[src/hw/rtl/tpd_pkg.sv]
// ----------------------------------------------------------------------------
// tpd_pkg - shared types and constants for the thermal presence detector
// Field widths, register reset values, opcodes and the constants of the
// ambient divider (floored division by the calibration pixel total).
// ----------------------------------------------------------------------------
`default_nettype none

package tpd_pkg;

  // Frame geometry and calibration length
  localparam int PIXELS       = 64;
  localparam int CALIB_FRAMES = 10;

  // Field widths
  localparam int TEMP_W = 12;
  localparam int THR_W  = 9;
  localparam int MINP_W = 7;
  localparam int CNT_W  = 7;
  localparam int MAX_W  = 11;
  localparam int SUM_W  = 22;
  localparam int FRM_W  = 4;
  localparam int CFG_W  = THR_W;

  // Register reset values
  localparam logic [THR_W-1:0]  THR_RESET  = THR_W'(8);
  localparam logic [MINP_W-1:0] MINP_RESET = MINP_W'(4);

  // Ambient divider: u = sum + K*D is never negative, floor(u/D) by
  // reciprocal multiply with one correction step, then K taken off.
  localparam int DIV_D  = PIXELS * CALIB_FRAMES;
  localparam int DIV_W  = 14;
  localparam int U_W    = 23;
  localparam int M_W    = 24;
  localparam int DIV_SH = 23;
  localparam int DIV_K  = ((2 ** (SUM_W - 1)) + DIV_D - 1) / DIV_D;
  localparam int DIV_BIAS = DIV_K * DIV_D;
  localparam int DIV_M  = (2 ** DIV_SH) / DIV_D;

  typedef enum logic {
    OP_DETECT = 1'b0,
    OP_CALIB  = 1'b1
  } opcode_t;

  typedef enum logic {
    CFG_THRESHOLD = 1'b0,
    CFG_MIN_HOT   = 1'b1
  } cfg_idx_t;

  typedef struct packed {
    opcode_t                  op;
    logic signed [TEMP_W-1:0] pix;
    logic                     last;
  } item_t;

  typedef struct packed {
    logic                     presence;
    logic [CNT_W-1:0]         count;
    logic [MAX_W-1:0]         max_temp;
    logic signed [TEMP_W-1:0] ambient;
    logic                     rose;
    logic                     fell;
  } res_t;

endpackage

`default_nettype wire

[src/hw/rtl/tpd_div.sv]
// ----------------------------------------------------------------------------
// tpd_div - ambient divider
// Floored division of the saturated calibration sum by the pixel total,
// clamped to the temperature range. Four register stages, result held
// until acknowledged.
// ----------------------------------------------------------------------------
`default_nettype none

module tpd_div
  import tpd_pkg::*;
(
  input  wire logic                     clk,
  input  wire logic                     rst,
  input  wire logic                     start,
  input  wire logic signed [SUM_W-1:0]  sum,
  input  wire logic                     ack,
  output logic                          done,
  output logic signed [TEMP_W-1:0]      amb
);

  localparam logic signed [U_W+1:0] Q_HI = (U_W+2)'((2 ** (TEMP_W - 1)) - 1);
  localparam logic signed [U_W+1:0] Q_LO = -(U_W+2)'(2 ** (TEMP_W - 1));

  logic                     p0, p1, p2, p3;
  logic signed [SUM_W-1:0]  s_r;
  logic [U_W-1:0]           u1, u2, u3;
  logic [U_W-1:0]           qe2, qe3;
  logic [U_W-1:0]           qd3;

  logic [U_W:0]             u_sum;
  logic [U_W+M_W-1:0]       prod;
  logic [U_W+DIV_W-1:0]     qd_full;
  logic [U_W-1:0]           rem;
  logic                     corr;
  logic signed [U_W+1:0]    qf;

  // bias the sum so that it is never negative
  assign u_sum = {{(U_W+1-SUM_W){s_r[SUM_W-1]}}, s_r} + (U_W+1)'(DIV_BIAS);

  // reciprocal estimate, low by at most one
  assign prod = (U_W+M_W)'(u1) * (U_W+M_W)'(DIV_M);

  // back-multiply for the remainder
  assign qd_full = (U_W+DIV_W)'(qe2) * (U_W+DIV_W)'(DIV_D);

  // correction, unbias and clamp
  assign rem  = u3 - qd3;
  assign corr = (rem >= U_W'(DIV_D));
  assign qf   = $signed({2'b00, qe3}) + $signed({(U_W+1)'(0), corr})
              - $signed((U_W+2)'(DIV_K));

  // stage valids
  always_ff @(posedge clk) begin
    if (rst) begin
      p0   <= 1'b0;
      p1   <= 1'b0;
      p2   <= 1'b0;
      p3   <= 1'b0;
      done <= 1'b0;
    end else begin
      p0 <= start;
      p1 <= p0;
      p2 <= p1;
      p3 <= p2;
      if (p3) begin
        done <= 1'b1;
      end else if (ack) begin
        done <= 1'b0;
      end
    end
  end

  // datapath
  always_ff @(posedge clk) begin
    if (start) begin
      s_r <= sum;
    end
    u1  <= u_sum[U_W-1:0];
    u2  <= u1;
    qe2 <= prod[DIV_SH +: U_W];
    u3  <= u2;
    qe3 <= qe2;
    qd3 <= qd_full[U_W-1:0];
    if (p3) begin
      if (qf > Q_HI) begin
        amb <= Q_HI[TEMP_W-1:0];
      end else if (qf < Q_LO) begin
        amb <= Q_LO[TEMP_W-1:0];
      end else begin
        amb <= qf[TEMP_W-1:0];
      end
    end
  end

endmodule

`default_nettype wire

[src/hw/rtl/tpd_accum.sv]
// ----------------------------------------------------------------------------
// tpd_accum - per-pixel accumulation and frame status
// Hot-pixel count and maximum for detect frames, saturating sum and frame
// count for calibration, presence edges and the ambient level.
// ----------------------------------------------------------------------------
`default_nettype none

module tpd_accum
  import tpd_pkg::*;
(
  input  wire logic               clk,
  input  wire logic               rst,
  input  wire logic               in_v,
  input  wire item_t              item,
  input  wire logic [THR_W-1:0]   thr,
  input  wire logic [MINP_W-1:0]  min_hot,
  input  wire logic               out_can_load,
  output logic                    fire,
  output logic                    res_load,
  output res_t                    res
);

  localparam logic signed [SUM_W:0] SUM_HI = (SUM_W+1)'((2 ** (SUM_W - 1)) - 1);
  localparam logic signed [SUM_W:0] SUM_LO = -(SUM_W+1)'(2 ** (SUM_W - 1));

  logic signed [TEMP_W-1:0] ambient;
  logic                     presence_flag;
  logic [CNT_W-1:0]         hot_cnt;
  logic [MAX_W-1:0]         run_max;
  logic [CNT_W-1:0]         last_cnt;
  logic [MAX_W-1:0]         last_max;
  logic signed [SUM_W-1:0]  cal_sum;
  logic [FRM_W-1:0]         frames;
  logic                     busy;

  logic signed [TEMP_W+1:0] thr_level;
  logic                     is_det, is_cal, hot;
  logic [CNT_W-1:0]         cnt_fin;
  logic [MAX_W-1:0]         max_fin;
  logic                     presence_new;
  logic signed [SUM_W:0]    sum_add;
  logic signed [SUM_W-1:0]  sum_sat;
  logic [FRM_W-1:0]         frames_inc;
  logic                     cal_end, div_start, div_done, div_ack;
  logic signed [TEMP_W-1:0] div_amb;

  // hot test against ambient plus margin
  assign is_det    = (item.op == OP_DETECT);
  assign is_cal    = (item.op == OP_CALIB);
  assign thr_level = (TEMP_W+2)'(ambient) + $signed({2'b00, 3'b000, thr});
  assign hot       = is_det && ((TEMP_W+2)'(item.pix) > thr_level);

  // count saturates, maximum only follows positive pixels
  assign cnt_fin = (hot && (hot_cnt != '1)) ? hot_cnt + CNT_W'(1) : hot_cnt;
  assign max_fin = (hot && !item.pix[TEMP_W-1] && (item.pix[MAX_W-1:0] > run_max))
                 ? item.pix[MAX_W-1:0] : run_max;
  assign presence_new = (cnt_fin >= min_hot);

  // calibration sum, saturating
  assign sum_add = (SUM_W+1)'(cal_sum) + (SUM_W+1)'(item.pix);
  always_comb begin
    if (sum_add > SUM_HI) begin
      sum_sat = SUM_HI[SUM_W-1:0];
    end else if (sum_add < SUM_LO) begin
      sum_sat = SUM_LO[SUM_W-1:0];
    end else begin
      sum_sat = sum_add[SUM_W-1:0];
    end
  end
  assign frames_inc = frames + FRM_W'(1);
  assign cal_end    = (frames_inc >= FRM_W'(CALIB_FRAMES));

  // handshake with the input and output registers
  assign fire      = in_v && !busy && !(is_det && item.last && !out_can_load);
  assign div_start = fire && is_cal && item.last && cal_end;
  assign div_ack   = div_done && out_can_load;
  assign res_load  = (fire && is_det && item.last) || div_ack;

  // result word
  always_comb begin
    if (div_done) begin
      res.presence = presence_flag;
      res.count    = last_cnt;
      res.max_temp = last_max;
      res.ambient  = div_amb;
      res.rose     = 1'b0;
      res.fell     = 1'b0;
    end else begin
      res.presence = presence_new;
      res.count    = cnt_fin;
      res.max_temp = max_fin;
      res.ambient  = ambient;
      res.rose     = presence_new && !presence_flag;
      res.fell     = !presence_new && presence_flag;
    end
  end

  // state update
  always_ff @(posedge clk) begin
    if (rst) begin
      ambient       <= '0;
      presence_flag <= 1'b0;
      hot_cnt       <= '0;
      run_max       <= '0;
      last_cnt      <= '0;
      last_max      <= '0;
      cal_sum       <= '0;
      frames        <= '0;
      busy          <= 1'b0;
    end else begin
      if (fire && is_det) begin
        if (item.last) begin
          presence_flag <= presence_new;
          last_cnt      <= cnt_fin;
          last_max      <= max_fin;
          hot_cnt       <= '0;
          run_max       <= '0;
        end else begin
          hot_cnt <= cnt_fin;
          run_max <= max_fin;
        end
      end
      if (fire && is_cal) begin
        if (div_start) begin
          cal_sum <= '0;
          frames  <= '0;
          busy    <= 1'b1;
        end else begin
          cal_sum <= sum_sat;
          if (item.last) begin
            frames <= frames_inc;
          end
        end
      end
      if (div_ack) begin
        ambient <= div_amb;
        busy    <= 1'b0;
      end
    end
  end

  tpd_div u_div (
    .clk   (clk),
    .rst   (rst),
    .start (div_start),
    .sum   (sum_sat),
    .ack   (div_ack),
    .done  (div_done),
    .amb   (div_amb)
  );

`ifndef SYNTHESIS
  // nothing is taken while the ambient division is pending
  a_busy_stall: assert property (@(posedge clk) disable iff (rst) busy |-> !fire)
    else $error("pixel consumed during ambient division");
  // a result is only loaded into a free output register
  a_load_room: assert property (@(posedge clk) disable iff (rst)
    res_load |-> out_can_load)
    else $error("result loaded over a waiting result");
  // the divider only finishes inside a calibration hold
  a_done_busy: assert property (@(posedge clk) disable iff (rst) div_done |-> busy)
    else $error("divider result without pending calibration");
  // a rising edge reports presence and never a falling one
  a_edge: assert property (@(posedge clk) disable iff (rst)
    (res_load && res.rose) |-> (res.presence && !res.fell))
    else $error("inconsistent presence edge");
`endif

endmodule

`default_nettype wire

[src/hw/rtl/thermal_presence_detector_top.sv]
// ----------------------------------------------------------------------------
// thermal_presence_detector_top - thermal array presence detector
// Input register, configuration registers, accumulation core and output
// register.
// ----------------------------------------------------------------------------
// Pixels are taken at one per clock while nothing holds them. A detect frame's
// status word is loaded into the output register on the edge that takes its
// last pixel from the input register. While a status word waits to be taken,
// pixels keep flowing; only a detect pixel that ends a frame is held until
// the output register frees. After the final calibration frame the ambient
// average goes through a four-stage reciprocal divider: the input takes one
// more pixel and then none until the divider result is acknowledged, and the
// calibration status word is loaded with that acknowledge. A full output
// register stretches both waits. Configuration writes take effect at the
// next clock edge.
`default_nettype none

module thermal_presence_detector_top
  import tpd_pkg::*;
(
  input  wire logic                     clk,
  input  wire logic                     rst,
  // configuration
  input  wire logic                     cfg_we,
  input  wire logic                     cfg_index,
  input  wire logic [CFG_W-1:0]         cfg_data,
  // pixel stream
  input  wire logic                     in_valid,
  output logic                          in_ready,
  input  wire logic                     opcode,
  input  wire logic signed [TEMP_W-1:0] pixel_temp,
  input  wire logic                     last_of_frame,
  // frame status
  output logic                          out_valid,
  input  wire logic                     out_ready,
  output logic                          presence,
  output logic [CNT_W-1:0]              hot_pixel_count,
  output logic [MAX_W-1:0]              max_hot_temp,
  output logic signed [TEMP_W-1:0]      ambient_temp,
  output logic                          presence_rose,
  output logic                          presence_fell
);

  logic [THR_W-1:0]  temp_threshold;
  logic [MINP_W-1:0] min_hot_pixels;
  logic              in_v;
  item_t             item_r;
  res_t              res_r;
  res_t              res;
  logic              fire, res_load, out_can_load;

  // configuration registers
  always_ff @(posedge clk) begin
    if (rst) begin
      temp_threshold <= THR_RESET;
      min_hot_pixels <= MINP_RESET;
    end else if (cfg_we) begin
      unique case (cfg_idx_t'(cfg_index))
        CFG_THRESHOLD: temp_threshold <= cfg_data[THR_W-1:0];
        CFG_MIN_HOT:   min_hot_pixels <= cfg_data[MINP_W-1:0];
        default:       ;
      endcase
    end
  end

  // input register
  assign in_ready = !in_v || fire;

  always_ff @(posedge clk) begin
    if (rst) begin
      in_v <= 1'b0;
    end else if (in_valid && in_ready) begin
      in_v <= 1'b1;
    end else if (fire) begin
      in_v <= 1'b0;
    end
  end

  always_ff @(posedge clk) begin
    if (in_valid && in_ready) begin
      item_r.op   <= opcode_t'(opcode);
      item_r.pix  <= pixel_temp;
      item_r.last <= last_of_frame;
    end
  end

  tpd_accum u_accum (
    .clk          (clk),
    .rst          (rst),
    .in_v         (in_v),
    .item         (item_r),
    .thr          (temp_threshold),
    .min_hot      (min_hot_pixels),
    .out_can_load (out_can_load),
    .fire         (fire),
    .res_load     (res_load),
    .res          (res)
  );

  // output register
  assign out_can_load = !out_valid || out_ready;

  always_ff @(posedge clk) begin
    if (rst) begin
      out_valid <= 1'b0;
    end else if (res_load) begin
      out_valid <= 1'b1;
    end else if (out_ready) begin
      out_valid <= 1'b0;
    end
  end

  always_ff @(posedge clk) begin
    if (res_load) begin
      res_r <= res;
    end
  end

  assign presence        = res_r.presence;
  assign hot_pixel_count = res_r.count;
  assign max_hot_temp    = res_r.max_temp;
  assign ambient_temp    = res_r.ambient;
  assign presence_rose   = res_r.rose;
  assign presence_fell   = res_r.fell;

endmodule

`default_nettype wire

[config.mk]
export PLATFORM = sky130hd
export DESIGN_NAME = thermal_presence_detector_top
export DESIGN_NICKNAME = d
export VERILOG_FILES = /design/src/hw/rtl/tpd_pkg.sv /design/src/hw/rtl/tpd_div.sv /design/src/hw/rtl/tpd_accum.sv /design/src/hw/rtl/thermal_presence_detector_top.sv
export SDC_FILE = /design/constraint.sdc
export NUM_CORES = 1
export LEC_CHECK = 0
export ABC_AREA = 1
export BUFFER_PORTS_ARGS = -buffer_cell sky130_fd_sc_hd__buf_2
export CAP_MARGIN = 0
export CORE_ASPECT_RATIO = 0.5
export CORE_MARGIN = 1.5
export CORE_UTILIZATION = 45
export DETAILED_ROUTE_END_ITERATION = 12
export HOLD_SLACK_MARGIN = 0.02
export PLACE_DENSITY = 0.66
export SYNTH_ARGS = -nofsm -noshare
export SYNTH_HDL_FRONTEND = slang
export SYNTH_SLANG_ARGS = --single-unit
[constraint.sdc]
create_clock -name clk -period 5.35 [get_ports clk]
set_input_delay 1.07 -clock clk [delete_from_list [all_inputs] [get_ports clk]]
set_output_delay 1.07 -clock clk [all_outputs]
set_load 0.005 [all_outputs]
# == Word-level counts from Yosys, hierarchy flattened ==
# Cells that the tools add are included.
# totals
regBits,293
in_bits,29
output_inout_bits,35
# classes
addsub,8
mul,2
n_lt_le_gt_ge,9
eq_ne,1
muxes,17
bitwise,2
reduce_logical,38
# ops
operator,count
2-to-1 mux 22 bit,3
multiplier 23 x 14 -> 37 bit (second input constant),1
2-to-1 mux 33 bit,1
adder 22 x 12 -> 23 bit,1
adder 22 x 23 -> 23 bit (second input constant),1
greater-or-equal comparator 23 x 10 -> 1 bit (second input constant),1
> comparator 23 x 22 -> 1 bit (second input constant),1
< comparator 23 x 22 -> 1 bit (second input constant),1
subtractor 23 bit,1
2-to-1 mux 11 bit,2
logical AND 1 bit,17
> comparator 16 x 12 -> 1 bit (second input constant),1
< comparator 16 x 12 -> 1 bit (second input constant),1
multiplier 14 x 3 -> 16 bit (second input constant),1
subtractor 15 x 12 -> 16 bit (second input constant),1
adder 14 x 1 -> 15 bit,1
2-to-1 mux 7 bit,2
adder 12 x 10 -> 13 bit,1
> comparator 12 x 13 -> 1 bit,1
2-to-1 mux 12 bit,1
> comparator 11 bit,1
AND reduction 2 bit,5
zero test 1 bit,8
2-to-1 mux 4 bit,2
10 further kinds,21

# == Longest topological paths before layout ==
# depth
depth_word,11
ltp_mapped,31
mapped_depth_nobuf,30

# == By module ==
# From an unflattened synthesis, not the netlist that was laid out.
# hier_totals
cells_unflattened,2496
area_unflattened_um2,20468.4
# modules_own_cells
module,n_inst,cells_per_inst,area_per_inst_um2
tpd_div,1,1325,11923.9
tpd_accum,1,1025,6422.4
thermal_presence_detector_top,1,146,2122.0

# == Least setup slack after synthesis ==
# No wires, ideal clock.
# synth_timing
kind,flip-flop to flip-flop
from,register u_accum.u_div.u1[7]
to,register u_accum.u_div.qe2[12]
setup_time_ps,112
arrival_time_ps,4796
path_slack_ps,442
stages_incl_launch_ff,22
path_buffers,0
synth_period_minus_slack_ps,4908
path_cell_list,dfxtp_1 > ha_1 > inv_1 > fa_1 > inv_1 > fa_1 > inv_1 > fa_1 > inv_1 > fa_1 > inv_1 > fa_1 > inv_1 > ha_1 > nand2_1 > nor4_1 > nand3_1 > nand3_1 > a21o_1 > nand3_1 > nand3_1 > nand2_1
# synth_between
elab_chain_len,1
# synth_rtl
item,line_no,rtl
"start, declared",tpd_div.sv:26,"logic [U_W-1:0] u1, u2, u3;"
"start signal, assigned",tpd_div.sv:78,u1 <= u_sum[U_W-1:0];
multiplier 23 x 14 -> 37 bit,tpd_div.sv:41,assign prod = (U_W+M_W)'(u1) * (U_W+M_W)'(DIV_M);
named net u_accum.u_div.prod[35],tpd_div.sv:31,logic [U_W+M_W-1:0] prod;
"end signal, assigned",tpd_div.sv:80,qe2 <= prod[DIV_SH +: U_W];
"end, declared",tpd_div.sv:27,"logic [U_W-1:0] qe2, qe3;"
# The timed path passes the listed nets, and every way through them passes these cells.
# A chain may end at the register's enable or synchronous reset.

# == Final worst setup path ==
# layout_timing
from,register u_accum.u_div.u1[9]
to,register u_accum.u_div.qe2[4]
# The elaborated chain is that of the path after synthesis.

==> impl_metrics.ini <==
[cts]
ctsHtreeMaxLevel = 1
cts.sinks = 277
tritoncts_clock_tree = done
tritoncts.num_buffers = 27
clock_tree.root_cell = sky130_fd_sc_hd__clkbuf_16
skew_pair_late_insertion_delay_ps = 570
ctsLongestPathBuffers = 3
clkTransAtPathRegs_ps = 70

[die]
coreArea_um2 = 42200
initial_core_util = 0.459
dieArea_um2 = 44400
placement_rows = 53
io-pin-count = 64
die_x_um = 297
die_y_um = 150

[sta]
tightest_slew_ps = 1030
maxClockFrequency_mhz = 197
fin_worst_skew_ps = 16.6
post-route-min-period_ps = 5070
finalCritPeriodShare = 0.947
setup_viol = 0
timing_max_transition_violations_final = 0
max-slew-margin-rel = 0.310
finalHoldViolCount = 0
final.hold.worst_slack_ps = 325

[logic_synthesis]
ys.warnings.count = 0
synth-seq-cells = 277
synth.lib_cells_used.distinct = 58
synthesized_cell_area_um2 = 19400
synth-seq-area-share = 0.328
synth.top_cells.by_area = sky130_fd_sc_hd__dfxtp_1 (20%), sky130_fd_sc_hd__ha_1 (17%), sky130_fd_sc_hd__edfxtp_1 (13%)
synth_cells = 2217
synth_top_flop_cell = sky130_fd_sc_hd__dfxtp_1
synth_area_leader = sky130_fd_sc_hd__dfxtp_1
synth-edff-count = 81
async_sr_flop_fraction = 0
avgSynthCellArea_um2 = 8.74
synth_largest_type_area_fraction = 0.202
mappedNetlistNets = 2617

[cells_and_area]
num-nets-final = 2698
multi_input_comb_area_um2 = 11500
syn2layout_area_growth_pct = 10.4
area.sequential_um2 = 6360
finalCoreUtilization = 0.507
n_antenna_cell = 0
stdcell_area_um2 = 21400
filler_cell_count = 3967
layout-drive-gt1-share = 0.110

[pwr]
worst_ir_drop_vdd_mv = 0.225
power.internal_w = 0.00352
combinational_share_of_power = 0.109
switching_power_w = 0.00124
power.sequential.fraction = 0.472
cellLeakagePower_nw = 10.2
power.share.switching = 0.260
clockPowerShare = 0.419
powerDensity_nw_per_um2 = 222

[critical_path]
register_to_register_setup_slack_ps = 280
setup.worst_path.start_class = flop
crit_arrival_ps = 5510
critPathRequiredTime_ps = 5790
worst-setup-path-type = flop to flop
worst_r2r_endpoint = u_accum.u_div.qe2[4]
critPathCaptureType = flop
reg2reg_from = u_accum.u_div.u1[9]
critical_path_peak_fanout = 4
worstRegToRegCells = 18

[detailed_routing]
routed_via_density = 5.03
detailedRoute.firstIterationViolations = 922
route.vias.total = 14600
detailed_route_drc_error_count = 0
routed_length_per_placed_instance_um = 15.8
drt-total-wl_um = 45800
ant_nets = 0
drt_pre_antenna_iters = 5

[run]
max_cap_violations = 0

[min_path]
min_delay_worst_endpoint = u_accum.u_div.u3[16]
worstHoldPathCells = 0
hold_path.startpoint = u_accum.u_div.u2[16]
min-delay-path-class = flop to flop

[grt]
grt_antenna_before_repair = 0
grt_max_degree = 62
grt.total_usage = 0.214
grt.overflow.total = 0
grt_pass1_vias = 14300
grt_pass1_wl_um = 74800

[status]
run_status = completed

[place]
place_congestion = 0.930
placed_area_um2 = 20400
dp_hpwl_um = 36400
port-buffer-count = 63
-- worst max-delay path by stage --
stage,slack [ps],from,cells past startpoint,end
after floorplan,440,u_accum.u_div.u1[7],21,u_accum.u_div.qe2[12]
after global placement,140,u_accum.u_div.u1[6],19,u_accum.u_div.qe2[9]
after detailed placement,80,u_accum.u_div.u1[6],21,u_accum.u_div.qe2[12]
after CTS,40,u_accum.u_div.u1[6],21,u_accum.u_div.qe2[8]
after global routing,-40,u_accum.u_div.u1[8],21,u_accum.u_div.qe2[3]
final,280,u_accum.u_div.u1[9],18,u_accum.u_div.qe2[4]
-- per-layer routing --
metal / global-route usage / vias up / share of wire / wire length, µm
met4: 0.0441 / 0 / 0.022 / 989
met5: 0 / - / 0 / 0
met3: 0.0276 / 63 / 0.043 / 1950
met1: 0.300 / 6857 / 0.48 / 21800
met2: 0.354 / 261 / 0.46 / 21000
li1: - / 7383 / - / -
-- power groups by stage --
stage | sequential (W) | clock (W) | combinational (W)
2_1_floorplan | 0.00228 | 0 | 0.000388
6_report | 0.00224 | 0.00199 | 0.000516
3_5_place_dp | 0.00229 | 0 | 0.000512
4_1_cts | 0.00224 | 0.00203 | 0.000514
5_1_grt | 0.00225 | 0.00212 | 0.000575
3_3_place_gp | 0.00229 | 0 | 0.000503
-- repair_timing --
action | 4_1_cts | 5_1_grt
gates resized for setup | 0 | 18
endpoints found under the setup margin | 0 | 11
hold buffers | 0 | 0
setup buffers | 0 | 3
-- area by class of cell --
type | count | area share
Multi-Input combinational cell | 1526 | 0.536
Sequential cell | 277 | 0.297
Inverter | 378 | 0.0663
Clock buffer | 39 | 0.0372
Tap cell | 577 | 0.0337
Timing Repair Buffer | 88 | 0.0235
Clock inverter | 11 | 0.00602
-- logic make-up (layout without fill, tap and decap cells) --
kind of cell	after synthesis	after routing	share of synthesized area
fa+ha+maj	371	371	0.283
buf+inv	414	516	0.0833
simple gates	740	740	0.171
compound gates	335	335	0.0990
xor+xnor	80	80	0.0361
flops	277	277	0.328
-- per-stage QoR --
| stage | cells | total power [W] | worst slack (ps) | setup TNS [ps] |
|---|---|---|---|---|
| after detailed placement | 2843 | 0.00280 | 79.6 | 0 |
| after global placement | 2843 | 0.00279 | 138 | 0 |
| after CTS | 2893 | 0.00479 | 38.1 | 0 |
| after floorplan | 2217 | 0.00266 | 442 | 0 |
| final | 2896 | 0.00475 | 281 | 0 |
| after global routing | 2896 | 0.00494 | -44.8 | -108 |
-- registers in the layout, summed over array words and instances, names as in the netlist, 9 cells and up --
name and cells:
u_accum.u_div.qe2 14, ambient_temp 12, u_accum.last_max 11, u_accum.cal_sum 22, u_accum.u_div.qe3 12, u_accum.u_div.amb 12
u_accum.u_div.s_r 22, temp_threshold 9, u_accum.run_max 11, u_accum.u_div.u2 16, u_accum.u_div.u1 23, u_accum.ambient 12
max_hot_temp 11, u_accum.u_div.qd3 16, u_accum.u_div.u3 16, item_r 14
-- cells in the mapped netlist (27+ instances only) --
cell,n
sky130_fd_sc_hd__nor2_1,101
sky130_fd_sc_hd__xor2_1,59
sky130_fd_sc_hd__dfxtp_1,196
sky130_fd_sc_hd__inv_1,367
sky130_fd_sc_hd__nand3_1,79
sky130_fd_sc_hd__o21ai_0,87
sky130_fd_sc_hd__o21ai_1,27
sky130_fd_sc_hd__fa_1,113
sky130_fd_sc_hd__a21oi_1,143
sky130_fd_sc_hd__ha_1,258
sky130_fd_sc_hd__nand2_2,47
sky130_fd_sc_hd__nand2_1,421
sky130_fd_sc_hd__edfxtp_1,81
-- cell usage in the layout, fill, tap and decap left out, types with 25 or more instances in the layout --
cell type,instances
sky130_fd_sc_hd__a21oi_1,142
sky130_fd_sc_hd__buf_2,63
sky130_fd_sc_hd__buf_4,25
sky130_fd_sc_hd__clkbuf_16,29
sky130_fd_sc_hd__dfxtp_1,191
sky130_fd_sc_hd__edfxtp_1,81
sky130_fd_sc_hd__fa_1,113
sky130_fd_sc_hd__ha_1,257
sky130_fd_sc_hd__inv_1,366
sky130_fd_sc_hd__nand2_1,419
sky130_fd_sc_hd__nand2_2,49
sky130_fd_sc_hd__nand3_1,79
sky130_fd_sc_hd__nand4_1,25
sky130_fd_sc_hd__nor2_1,101
sky130_fd_sc_hd__o21ai_0,86
sky130_fd_sc_hd__o21ai_1,28
sky130_fd_sc_hd__xor2_1,59
-- worst max-delay path, cell delays in order (launching register included) --
cell	delay, ps
sky130_fd_sc_hd__dfxtp_1	340
sky130_fd_sc_hd__ha_1	390
sky130_fd_sc_hd__fa_1	550
sky130_fd_sc_hd__inv_1	50
sky130_fd_sc_hd__fa_1	500
sky130_fd_sc_hd__fa_1	550
sky130_fd_sc_hd__inv_1	60
sky130_fd_sc_hd__fa_1	530
sky130_fd_sc_hd__inv_1	50
sky130_fd_sc_hd__fa_1	500
sky130_fd_sc_hd__inv_1	50
sky130_fd_sc_hd__ha_1	310
sky130_fd_sc_hd__a21oi_1	210
sky130_fd_sc_hd__o21ai_0	110
sky130_fd_sc_hd__a21oi_1	130
sky130_fd_sc_hd__nand3_1	110
sky130_fd_sc_hd__a21o_1	240
sky130_fd_sc_hd__buf_4	140
sky130_fd_sc_hd__xor2_1	130
Note: power is estimated with default switching activity, not from simulation.
